--- config.mk ---
export PLATFORM = sky130hd
export DESIGN_NAME = region_walking_frame_allocator
export DESIGN_NICKNAME = d
export VERILOG_FILES = /design/src/hw/rtl/rwfa_pkg.sv /design/src/hw/rtl/region_walking_frame_allocator.sv
export VERILOG_INCLUDE_DIRS = /design/src /design/src/hw/rtl
export SDC_FILE = /design/constraint.sdc
export NUM_CORES = 1
export LEC_CHECK = 0
export ABC_CLOCK_PERIOD_IN_PS = 10100
export BUFFER_PORTS_ARGS = -buffer_cell sky130_fd_sc_hd__buf_2
export CORE_MARGIN = 8
export CORE_UTILIZATION = 55
export DETAILED_ROUTE_END_ITERATION = 12
export GPL_TIMING_DRIVEN = 0
export PLACE_DENSITY_LB_ADDON = 0.3
export SLEW_MARGIN = 20
export SYNTH_ARGS = -nofsm -noshare
export SYNTH_HDL_FRONTEND = slang
export SYNTH_SLANG_ARGS = --single-unit
export TNS_END_PERCENT = 5
--- constraint.sdc ---
create_clock -name aclk -period 10.1 [get_ports aclk]
set_input_delay 0.505 -clock aclk [delete_from_list [all_inputs] [get_ports aclk]]
set_output_delay 0.505 -clock aclk [all_outputs]
set_load 0.01 [all_outputs]
--- src/hw/rtl/region_walking_frame_allocator_defines.svh ---
// assertion macros for the region walking frame allocator
// expects aclk and aresetn in the scope of each use
`ifndef REGION_WALKING_FRAME_ALLOCATOR_DEFINES_SVH
`define REGION_WALKING_FRAME_ALLOCATOR_DEFINES_SVH

// clocked property checked outside reset
`define RWFA_ASSERT_CLK(lbl, prop, msg) \
    lbl: assert property (@(posedge aclk) disable iff (!aresetn) (prop)) else $error(msg);

// implication checked on the next clock
`define RWFA_ASSERT_NEXT(lbl, cond, expr, msg) \
    lbl: assert property (@(posedge aclk) disable iff (!aresetn) (cond) |=> (expr)) \
        else $error(msg);

`endif

--- src/hw/rtl/rwfa_pkg.sv ---
// shared types and constants for the region walking frame allocator
// no dependencies
package rwfa_pkg;

    localparam int MAX_REGIONS = 16;
    localparam int PAGE_BYTES  = 4096;

    localparam int ADDR_W  = 32;
    localparam int OFF_W   = ADDR_W + 1;
    localparam int ADD_W   = ADDR_W + 2;
    localparam int IDX_W   = (MAX_REGIONS > 1) ? $clog2(MAX_REGIONS) : 1;
    localparam int CNT_W   = $clog2(MAX_REGIONS + 1);

    localparam logic [ADD_W-1:0] PAGE_STEP       = ADD_W'(PAGE_BYTES);
    localparam logic [ADD_W-1:0] PAGE_ALIGN_MASK = ~(ADD_W'(PAGE_BYTES - 1));
    localparam logic [CNT_W-1:0] REGION_LIMIT    = CNT_W'(MAX_REGIONS);

    typedef enum logic [1:0] {
        ACT_CLEAR  = 2'd0,
        ACT_APPEND = 2'd1,
        ACT_ALLOC  = 2'd2
    } action_t;

    typedef enum logic [1:0] {
        STAT_OK   = 2'd0,
        STAT_OOM  = 2'd1,
        STAT_FULL = 2'd2
    } status_t;

    typedef enum logic [2:0] {
        S_IDLE,
        S_CHECK,
        S_LEN,
        S_KERN,
        S_GRANT,
        S_SKIPD,
        S_SKIPA,
        S_DONE
    } state_t;

endpackage

--- src/hw/rtl/region_walking_frame_allocator.sv ---
// region walking frame allocator: region table, cursor and page walk sequencer
// depends on rwfa_pkg and region_walking_frame_allocator_defines.svh
// clear and append go IDLE to DONE; DONE sets m_valid once the prior result is taken
// allocate: CHECK, LEN per region; KERN, SKIPD, SKIPA per kernel skip; KERN, GRANT to grant
// s_ready returns with m_valid; one shared 34-bit adder and one table read port set the rate
// reset: table count, cursor and kernel_end clear; table entries hold garbage
`include "region_walking_frame_allocator_defines.svh"

module region_walking_frame_allocator (
    input  logic        aclk,
    input  logic        aresetn,
    input  logic        cfg_we,
    input  logic [31:0] cfg_wdata,
    input  logic        s_valid,
    output logic        s_ready,
    input  logic [1:0]  s_action,
    input  logic [31:0] s_region_base,
    input  logic [31:0] s_region_length,
    input  logic        s_region_available,
    output logic        m_valid,
    input  logic        m_ready,
    output logic [31:0] m_frame_address,
    output logic [1:0]  m_status
);

    rwfa_pkg::state_t state_reg, state_next;

    logic [rwfa_pkg::CNT_W-1:0]  count_reg, count_next;
    logic [rwfa_pkg::CNT_W-1:0]  cursor_reg, cursor_next;
    logic [rwfa_pkg::OFF_W-1:0]  offset_reg, offset_next;
    logic [rwfa_pkg::OFF_W-1:0]  end_reg, end_next;
    logic [rwfa_pkg::ADD_W-1:0]  acc_reg, acc_next;
    logic [rwfa_pkg::ADDR_W-1:0] kernel_end_reg;
    logic [rwfa_pkg::ADDR_W-1:0] res_addr_reg, res_addr_next;
    rwfa_pkg::status_t           res_status_reg, res_status_next;
    logic                        m_valid_reg, m_valid_next;
    logic [rwfa_pkg::ADDR_W-1:0] m_addr_reg;
    rwfa_pkg::status_t           m_status_reg;

    logic [rwfa_pkg::ADDR_W-1:0] base_mem  [rwfa_pkg::MAX_REGIONS];
    logic [rwfa_pkg::ADDR_W-1:0] len_mem   [rwfa_pkg::MAX_REGIONS];
    logic                        avail_mem [rwfa_pkg::MAX_REGIONS];
    logic [rwfa_pkg::ADDR_W-1:0] rd_base_reg;
    logic [rwfa_pkg::ADDR_W-1:0] rd_len_reg;
    logic                        rd_avail_reg;

    logic [rwfa_pkg::ADD_W-1:0] add_a, add_b, add_sum;
    logic                       add_cin;

    logic accept, table_full, mem_we, out_load;
    logic walk_end, region_skip, page_above;

    assign s_ready         = (state_reg == rwfa_pkg::S_IDLE);
    assign accept          = s_valid && s_ready;
    assign table_full      = (count_reg >= rwfa_pkg::REGION_LIMIT);
    assign mem_we          = accept && (s_action == rwfa_pkg::ACT_APPEND) && !table_full;
    assign out_load        = (state_reg == rwfa_pkg::S_DONE) && (!m_valid_reg || m_ready);
    assign m_valid         = m_valid_reg;
    assign m_frame_address = m_addr_reg;
    assign m_status        = m_status_reg;

    // shared adder operand select
    always_comb begin
        add_a   = '0;
        add_b   = '0;
        add_cin = 1'b0;
        unique case (state_reg)
            rwfa_pkg::S_LEN: begin
                add_a = {1'b0, offset_reg};
                add_b = rwfa_pkg::PAGE_STEP;
            end
            rwfa_pkg::S_KERN: begin
                add_a = {2'b00, rd_base_reg};
                add_b = {1'b0, end_reg};
            end
            rwfa_pkg::S_GRANT: begin
                add_a = {2'b00, rd_base_reg};
                add_b = {1'b0, offset_reg};
            end
            rwfa_pkg::S_SKIPD: begin
                add_a   = {2'b00, kernel_end_reg};
                add_b   = ~acc_reg;
                add_cin = 1'b1;
            end
            rwfa_pkg::S_SKIPA: begin
                add_a = {1'b0, end_reg};
                add_b = acc_reg & rwfa_pkg::PAGE_ALIGN_MASK;
            end
            default: begin
                add_a   = '0;
                add_b   = '0;
                add_cin = 1'b0;
            end
        endcase
    end

    assign add_sum     = add_a + add_b + rwfa_pkg::ADD_W'(add_cin);
    assign walk_end    = (cursor_reg >= count_reg);
    assign region_skip = !rd_avail_reg || (add_sum > {2'b00, rd_len_reg});
    assign page_above  = (add_sum > {2'b00, kernel_end_reg});

    // next state
    always_comb begin
        state_next = state_reg;
        unique case (state_reg)
            rwfa_pkg::S_IDLE: begin
                if (accept) begin
                    state_next = (s_action == rwfa_pkg::ACT_ALLOC) ?
                                 rwfa_pkg::S_CHECK : rwfa_pkg::S_DONE;
                end
            end
            rwfa_pkg::S_CHECK: state_next = walk_end ? rwfa_pkg::S_DONE : rwfa_pkg::S_LEN;
            rwfa_pkg::S_LEN:   state_next = region_skip ? rwfa_pkg::S_CHECK : rwfa_pkg::S_KERN;
            rwfa_pkg::S_KERN:  state_next = page_above ? rwfa_pkg::S_GRANT : rwfa_pkg::S_SKIPD;
            rwfa_pkg::S_GRANT: state_next = rwfa_pkg::S_DONE;
            rwfa_pkg::S_SKIPD: state_next = rwfa_pkg::S_SKIPA;
            rwfa_pkg::S_SKIPA: state_next = rwfa_pkg::S_LEN;
            rwfa_pkg::S_DONE:  state_next = out_load ? rwfa_pkg::S_IDLE : rwfa_pkg::S_DONE;
            default:           state_next = rwfa_pkg::S_IDLE;
        endcase
    end

    // datapath updates
    always_comb begin
        count_next      = count_reg;
        cursor_next     = cursor_reg;
        offset_next     = offset_reg;
        end_next        = end_reg;
        acc_next        = acc_reg;
        res_addr_next   = res_addr_reg;
        res_status_next = res_status_reg;
        unique case (state_reg)
            rwfa_pkg::S_IDLE: begin
                if (accept) begin
                    res_addr_next   = '0;
                    res_status_next = rwfa_pkg::STAT_OK;
                    unique case (s_action)
                        rwfa_pkg::ACT_CLEAR: begin
                            count_next  = '0;
                            cursor_next = '0;
                            offset_next = '0;
                        end
                        rwfa_pkg::ACT_APPEND: begin
                            if (table_full) begin
                                res_status_next = rwfa_pkg::STAT_FULL;
                            end else begin
                                count_next = count_reg + rwfa_pkg::CNT_W'(1);
                            end
                        end
                        default: begin
                            count_next = count_reg;
                        end
                    endcase
                end
            end
            rwfa_pkg::S_CHECK: begin
                if (walk_end) begin
                    res_addr_next   = '0;
                    res_status_next = rwfa_pkg::STAT_OOM;
                end
            end
            rwfa_pkg::S_LEN: begin
                if (region_skip) begin
                    cursor_next = cursor_reg + rwfa_pkg::CNT_W'(1);
                    offset_next = '0;
                end else begin
                    end_next = add_sum[rwfa_pkg::OFF_W-1:0];
                end
            end
            rwfa_pkg::S_KERN: begin
                acc_next = add_sum;
            end
            rwfa_pkg::S_GRANT: begin
                res_addr_next   = add_sum[rwfa_pkg::ADDR_W-1:0];
                res_status_next = rwfa_pkg::STAT_OK;
                offset_next     = end_reg;
            end
            rwfa_pkg::S_SKIPD: begin
                acc_next = add_sum;
            end
            rwfa_pkg::S_SKIPA: begin
                offset_next = add_sum[rwfa_pkg::OFF_W-1:0];
            end
            default: begin
                acc_next = acc_reg;
            end
        endcase

        if (out_load) begin
            m_valid_next = 1'b1;
        end else if (m_ready) begin
            m_valid_next = 1'b0;
        end else begin
            m_valid_next = m_valid_reg;
        end
    end

    always_ff @(posedge aclk) begin
        if (!aresetn) begin
            state_reg      <= rwfa_pkg::S_IDLE;
            count_reg      <= '0;
            cursor_reg     <= '0;
            offset_reg     <= '0;
            kernel_end_reg <= '0;
            m_valid_reg    <= 1'b0;
        end else begin
            state_reg   <= state_next;
            count_reg   <= count_next;
            cursor_reg  <= cursor_next;
            offset_reg  <= offset_next;
            m_valid_reg <= m_valid_next;
            if (cfg_we) begin
                kernel_end_reg <= cfg_wdata;
            end
        end
    end

    always_ff @(posedge aclk) begin
        end_reg        <= end_next;
        acc_reg        <= acc_next;
        res_addr_reg   <= res_addr_next;
        res_status_reg <= res_status_next;
        if (out_load) begin
            m_addr_reg   <= res_addr_reg;
            m_status_reg <= res_status_reg;
        end
    end

    // region table
    always_ff @(posedge aclk) begin
        if (mem_we) begin
            base_mem[count_reg[rwfa_pkg::IDX_W-1:0]]  <= s_region_base;
            len_mem[count_reg[rwfa_pkg::IDX_W-1:0]]   <= s_region_length;
            avail_mem[count_reg[rwfa_pkg::IDX_W-1:0]] <= s_region_available;
        end
        rd_base_reg  <= base_mem[cursor_reg[rwfa_pkg::IDX_W-1:0]];
        rd_len_reg   <= len_mem[cursor_reg[rwfa_pkg::IDX_W-1:0]];
        rd_avail_reg <= avail_mem[cursor_reg[rwfa_pkg::IDX_W-1:0]];
    end

    `RWFA_ASSERT_CLK(a_cursor_in_table, cursor_reg <= count_reg, "cursor past region count")
    `RWFA_ASSERT_CLK(a_count_limit, count_reg <= rwfa_pkg::REGION_LIMIT, "region count overflow")
    `RWFA_ASSERT_CLK(a_oom_zero_addr,
        !(m_valid && (m_status != rwfa_pkg::STAT_OK) && (m_frame_address != '0)),
        "nonzero address on error")
    `RWFA_ASSERT_NEXT(a_done_delivers, out_load, m_valid && s_ready, "result not loaded")

endmodule
==> results of run 1 <==
==> stage by stage <==
stage | total power (uW) | hold WS [ns] | cells | TNS, ns | area [sq um]
finish | 15700 | 0.03860 | 4738 | 0 | 62460
global route | 16240 | 0.03478 | 4723 | 0 | 62420
CTS | 15700 | 0.0005577 | 4717 | 0 | 62370
detailed placement | 10860 | 0.4045 | 4460 | 0 | 57990
global placement | 10680 | 0.4009 | 4358 | -649.45 | 55950
floorplan | 9221 | 0.4003 | 2945 | 0 | 53670
==> worst register-to-register path: cells and delay by family, from the launching register on <==
family,cells,cell delay [ns]
compound gates,13,3.56
buf+inv,5,1.83
fa+ha+maj,3,1.32
mux,2,0.66
simple gates,3,0.54
xor+xnor,1,0.53
flops,1,0.30
==> layer usage <==
metal / wire length [um] / vias up / share of wire / GRT usage
li1: - / 12590 / - / -
met1: 55130 / 15760 / 0.36 / 0.3540
met2: 76030 / 1996 / 0.50 / 0.4704
met3: 15240 / 382 / 0.10 / 0.06200
met4: 6478 / 8 / 0.042 / 0.1182
met5: 52 / - / 0.00034 / 0
==> worst max-delay path by stage <==
| stage | end | startpoint |
|---|---|---|
| after floorplan | end_reg[0] | state_reg[1] |
| after global placement | base_mem[0][23] | state_reg[0] |
| after detailed placement | offset_reg[20] | state_reg[1] |
| after CTS | cursor_reg[3] | state_reg[1] |
| after global routing | cursor_reg[3] | state_reg[1] |
| final | cursor_reg[3] | state_reg[1] |
==> kinds of logic after synthesis <==
| family | synth area share |
|---|---|
| flip-flops | 0.7112 |
| multiplexers | 0.1585 |
| AND/OR/NAND/NOR | 0.03733 |
| AO/OA/AOI/OAI | 0.04309 |
| buffers and inverters | 0.01905 |
| adder cells (fa/ha/maj) | 0.02546 |
| XOR/XNOR | 0.005409 |
==> placed cells by master (no fill, tap or decap), types with 13 or more instances in the layout <==
cell | synthesis | routed
a21o_1 | 18 | 18
a21oi_1 | 128 | 126
and2_1 | 27 | 27
buf_1 | 31 | 20
buf_12 | 0 | 14
buf_16 | 0 | 42
buf_2 | 6 | 144
buf_4 | 4 | 40
clkbuf_1 | 103 | 131
clkbuf_16 | 0 | 140
clkbuf_2 | 2 | 26
clkinv_1 | 0 | 21
clkinv_2 | 0 | 18
dfxtp_1 | 144 | 144
diode_2 | 0 | 21
edfxtp_1 | 1175 | 1175
ha_1 | 106 | 106
inv_1 | 110 | 109
mux2i_1 | 115 | 115
mux4_2 | 325 | 325
nand2_1 | 134 | 134
nand2b_1 | 27 | 27
nand3_1 | 13 | 13
nand4_1 | 19 | 19
nor2_1 | 78 | 65
nor2_4 | 0 | 13
nor2b_1 | 50 | 50
nor3_1 | 23 | 19
o21ai_0 | 97 | 97
o22ai_1 | 55 | 55
==> what timing repair did <==
item,4_1_cts,5_1_grt
hold endpoints to repair,11,0
hold buffers,11,0
buffers inserted,0,0
==> power breakdown <==
| group | leakage, uW | internal, uW | switching (uW) |
|---|---|---|---|
| sequential | 0.0118 | 6430 | 207 |
| clock | 0.00208 | 2790 | 2070 |
| combinational | 0.00700 | 1510 | 2700 |
==> final cells by class <==
type	count	area, sq um	share of cell area
flip-flops and latches	1319	38170	0.6111
multi-input cells	1367	14700	0.2354
clock buffers	190	3771	0.06038
repair buffers	250	2619	0.04193
well taps	1276	1597	0.02556
plain buffers	149	640.6	0.01026
clock inverters	56	498.0	0.007973
inverters	110	412.9	0.006611
diodes	21	52.55	0.0008414
==> flow_summary.yaml, run 1 <==
critical_path:
  crit_family: "compound AO/OA/AOI/OAI gates"
  critical_path_class: "flop to flop"
  rr_endpoint: "cursor_reg[3]"
  end_kind: "flop"
  critPathMaxStageDelay_ns: 0.73
  required_ns: 10.71
  start_kind: "flop"
  ff2ff_path_depth: 27
  crit_cells: 27
  path_max_fanout: 10
  r2r_slack_ns: 1.23
  timing.rr.start: "state_reg[1]"
  cp_num_buf_inv: 5
  critical_path_arrival_ns: 9.48
  worst_path_max_delay_cell: "clkbuf_1"
global_routing:
  grt-ovfl-total: 0
  grtUsageTotal: 0.2805
  grt_pass1_vias: 31190
  grt_pass1_wl_mm: 218.1
  grt_max_degree: 32
  antenna_found_initial: 26
timing:
  finalHoldViolations: 0
  rsz0062_at_grt: "no"
  clock_skew_ns: 0.03129
  timing.slew.headroom: 0.2270
  slew_violations: 0
  finalWorstSetupSlack_ns: 1.235
  setup_viol: 0
  max_slew.worst_pin.slew_ns: 1.159
  period_minus_slack_ns: 8.865
  fmax_mhz: 112.8
  period_share: 0.8778
clocking:
  cts_tree: "built"
  root_buffer: "clkbuf_16"
  cts-resized-gates: 0
  clk_pin_slew_worst_paths_ns: 0.06
  clk_latency_ns: 0.75
  cts.sinks: 1319
  numCtsBuffers: 135
  htreeDepth: 4
  cts_buffer_depth: 3
pwr:
  p_leak_uw: 0.02091
  power_density_mw_per_mm2: 251.4
  vdd_drop_max_mv: 0.1306
synth:
  synth_area_sq_mm: 0.05367
  ys_ff_latch: 1319
  synth_cells: 2945
  ys.flop_type: "edfxtp_1"
  ys_types: 77
  ys_seq_area_frac: 0.7112
  yosysWarnings: 0
  synth_top_area_share: 0.6575
  synthTopCellsByCount: "edfxtp_1, mux4_2, dfxtp_1, nand2_1, a21oi_1"
  syn-num-nets: 3157
  post_synth.cell_area_avg_sq_um: 18.22
  synth_edf_count: 1175
  yosysMostFrequentCell: "edfxtp_1"
  async_reset_ff_frac: 0
  synth_top_area_cell: "edfxtp_1"
  synth.top_cells.by_area: "edfxtp_1, mux4_2, dfxtp_1, ha_1, mux2i_1"
placement:
  portBuffers: 137
  place_congestion: 0.9381
  place_ws_ns: 1.383
  place.detailed.hpwl_mm: 102.4
die:
  io-pin-count: 140
  initial_core_util: 0.5549
  die_h_um: 328.4
  die_w_um: 328.4
  core_sq_mm: 0.09671
  dieArea_sq_mm: 0.1078
  rows: 114
route:
  route.detailed.drc: 0
  wirelength_mm: 152.9
  drt_first_pass_iters: 5
  num_vias: 30740
  ant_nets: 0
  first_iter_violations: 3856
  avgViaCountPerCell: 6.488
  routedWlPerCell_um: 32.28
layout:
  fill_cells: 6384
  post-route-util: 0.6458
  final_net_count: 3544
  layout-drive-gt1-share: 0.2473
  area_growth_syn_to_layout_pct: 16.38
run:
  drv_cap: 0
min_path:
  hp-start: "cfg_wdata[2]"
  hold_depth: 3
  hp-class: "primary input to flop"
  whs_endpoint: "kernel_end_reg[2]"
run_status:
  status: "finished, final reports clean"
(Power assumes the default switching activity.)
==> run 2: changes to the inputs <==
--- a/config.mk
+++ b/config.mk
@@ -6,12 +6,12 @@
 export SDC_FILE = /design/constraint.sdc
 export NUM_CORES = 1
 export LEC_CHECK = 0
-export ABC_CLOCK_PERIOD_IN_PS = 10100
+export ABC_CLOCK_PERIOD_IN_PS = 8600
 export BUFFER_PORTS_ARGS = -buffer_cell sky130_fd_sc_hd__buf_2
 export CORE_MARGIN = 8
 export CORE_UTILIZATION = 55
+export CTS_CLUSTER_DIAMETER = 150
 export DETAILED_ROUTE_END_ITERATION = 12
-export GPL_TIMING_DRIVEN = 0
 export PLACE_DENSITY_LB_ADDON = 0.3
 export SLEW_MARGIN = 20
 export SYNTH_ARGS = -nofsm -noshare
==> constraint.sdc (replaced) <==
create_clock -name aclk -period 8.6 [get_ports aclk]
set_input_delay 0.43 -clock aclk [delete_from_list [all_inputs] [get_ports aclk]]
set_output_delay 0.43 -clock aclk [all_outputs]
set_load 0.01 [all_outputs]
==> flow_summary.yaml, run 2 (synthesized netlist as in run 1, its figures left out) <==
global_routing:
  grtUsageTotal: 0.2442
  grt_pass1_wl_mm: 194.4
  grt_max_degree: 88
  antenna_found_initial: 13
  grt_pass1_vias: 29240
  grt-ovfl-total: 0
timing:
  finalHoldViolations: 0
  clock_skew_ns: 0.02627
  setup_viol: 0
  period_share: 0.9004
  fmax_mhz: 129.1
  period_minus_slack_ns: 7.743
  slew_violations: 0
  timing.slew.headroom: 0.2397
  setup_tns_ns: 0
  rsz0062_at_grt: "no"
  max_slew.worst_pin.slew_ns: 1.132
layout:
  layout-drive-gt1-share: 0.2397
  regArea_sq_mm: 0.03819
  most-common-layout-cells: "edfxtp_1, mux4_2, dfxtp_1, buf_2, clkbuf_16"
  final_common_cell: "edfxtp_1"
  area_growth_syn_to_layout_pct: 12.97
  fill_cells: 6610
  multiInputGateArea_sq_mm: 0.01463
  final_net_count: 3383
critical_path:
  path_common_cell: "inv_1"
  r2r_slack_ns: 0.86
  critPathMaxStageDelay_ns: 0.83
  worst_path_max_delay_cell: "dfxtp_1"
  start_kind: "flop"
  cp_num_buf_inv: 4
  ff2ff_path_depth: 23
  crit_chain: "inv_1 -> and3_1 -> nand2_1 -> o21ai_0 -> fa_1 -> fa_1 -> a211oi_1 -> o21ai_1 -> a21oi_2 -> o41ai_2 -> a31oi_2 -> o211ai_2 -> a211oi_1 -> xor2_1 -> inv_1 -> ha_1 -> or2_2 -> a2111oi_0 -> o211ai_1 -> o32ai_1 -> nand2_1 -> inv_1 -> buf_4"
  critical_path_arrival_ns: 8.13
  critical_path_class: "flop to flop"
  required_ns: 8.99
  path_max_fanout: 21
  crit_family: "compound AO/OA/AOI/OAI gates"
  timing.rr.start: "state_reg[2]"
  rr_endpoint: "end_reg[20]"
  end_kind: "flop"
clocking:
  clk_latency_ns: 0.74
  cts.sinks: 1319
  root_buffer: "clkbuf_16"
  cts_setup_buffers: 0
  cts_buffer_depth: 3
  htreeDepth: 4
  cts_tree: "built"
  ctsHoldBuffers: 33
  clk_pin_slew_worst_paths_ns: 0.06
  numCtsBuffers: 131
  cts-resized-gates: 0
die:
  die_h_um: 328.4
  dieArea_sq_mm: 0.1078
  core_sq_mm: 0.09671
  io-pin-count: 140
  die_w_um: 328.4
  rows: 114
  initial_core_util: 0.5549
route:
  ant_nets: 0
  routedWlPerCell_um: 28.97
  route.detailed.drc: 0
  num_vias: 28630
  drt_first_pass_iters: 6
  avgViaCountPerCell: 6.270
  first_iter_violations: 3294
  wirelength_mm: 132.3
placement:
  portBuffers: 139
  place_congestion: 0.9111
  place.detailed.hpwl_mm: 76.44
pwr:
  finalPower_uw: 17930
  vdd_drop_max_mv: 0.1863
  p_leak_uw: 0.02012
  power_density_mw_per_mm2: 295.7
min_path:
  hold_depth: 2
  hp-start: "s_action[1]"
  hp-class: "primary input to flop"
  whs_endpoint: "res_status_reg[1]"
run_status:
  status: "finished, final reports clean"
run:
  drv_cap: 0
-- run 2: layout make-up --
| cell class | count | area share |
|---|---|---|
| antenna | 12 | 0.0004953 |
| clock inverter | 68 | 0.009287 |
| timing repair buffer | 242 | 0.02669 |
| tap | 1276 | 0.02633 |
| sequential | 1319 | 0.6299 |
| multi-input combinational | 1367 | 0.2413 |
| clock buffer | 173 | 0.05923 |
| inverter | 110 | 0.006852 |
-- run 2: per-stage QoR --
step / setup slack (ns) / utilization / instances / hold WS (ns) / cell area, sq um
floorplan: 1.830 / - / 2945 / 0.4003 / 53670
global placement: 1.245 / 0.5801 / 4281 / 0.4002 / 56100
detailed placement: 1.023 / 0.5801 / 4281 / 0.4054 / 56100
CTS: 0.9521 / 0.6265 / 4555 / 0.004637 / 60580
global route: 0.4355 / 0.6266 / 4556 / 0.03865 / 60600
finish: 0.8566 / 0.6269 / 4567 / 0.06301 / 60630
-- run 2: worst max path at each step --
stage,depth (start not counted),start,end,slack [ns]
6_report,23,state_reg[2],end_reg[20],0.86
5_1_grt,23,state_reg[2],end_reg[21],0.44
4_1_cts,23,state_reg[2],end_reg[20],0.95
3_5_place_dp,23,state_reg[2],end_reg[19],1.02
3_3_place_gp,21,state_reg[1],end_reg[21],1.25
2_1_floorplan,25,state_reg[1],end_reg[0],1.83
-- run 2: report_power, final --
part           total, uW  internal, uW  switching, uW  leakage, uW
clock network       5520          3140           2380      0.00204
logic               4480          1750           2730      0.00626
registers           7920          7560            365       0.0118
-- run 2: per-layer routing --
layer	part of all wire	GRT usage
met1	0.40	0.3418
met2	0.49	0.3942
met3	0.080	0.04152
met4	0.030	0.07898
met5	0.00031	0
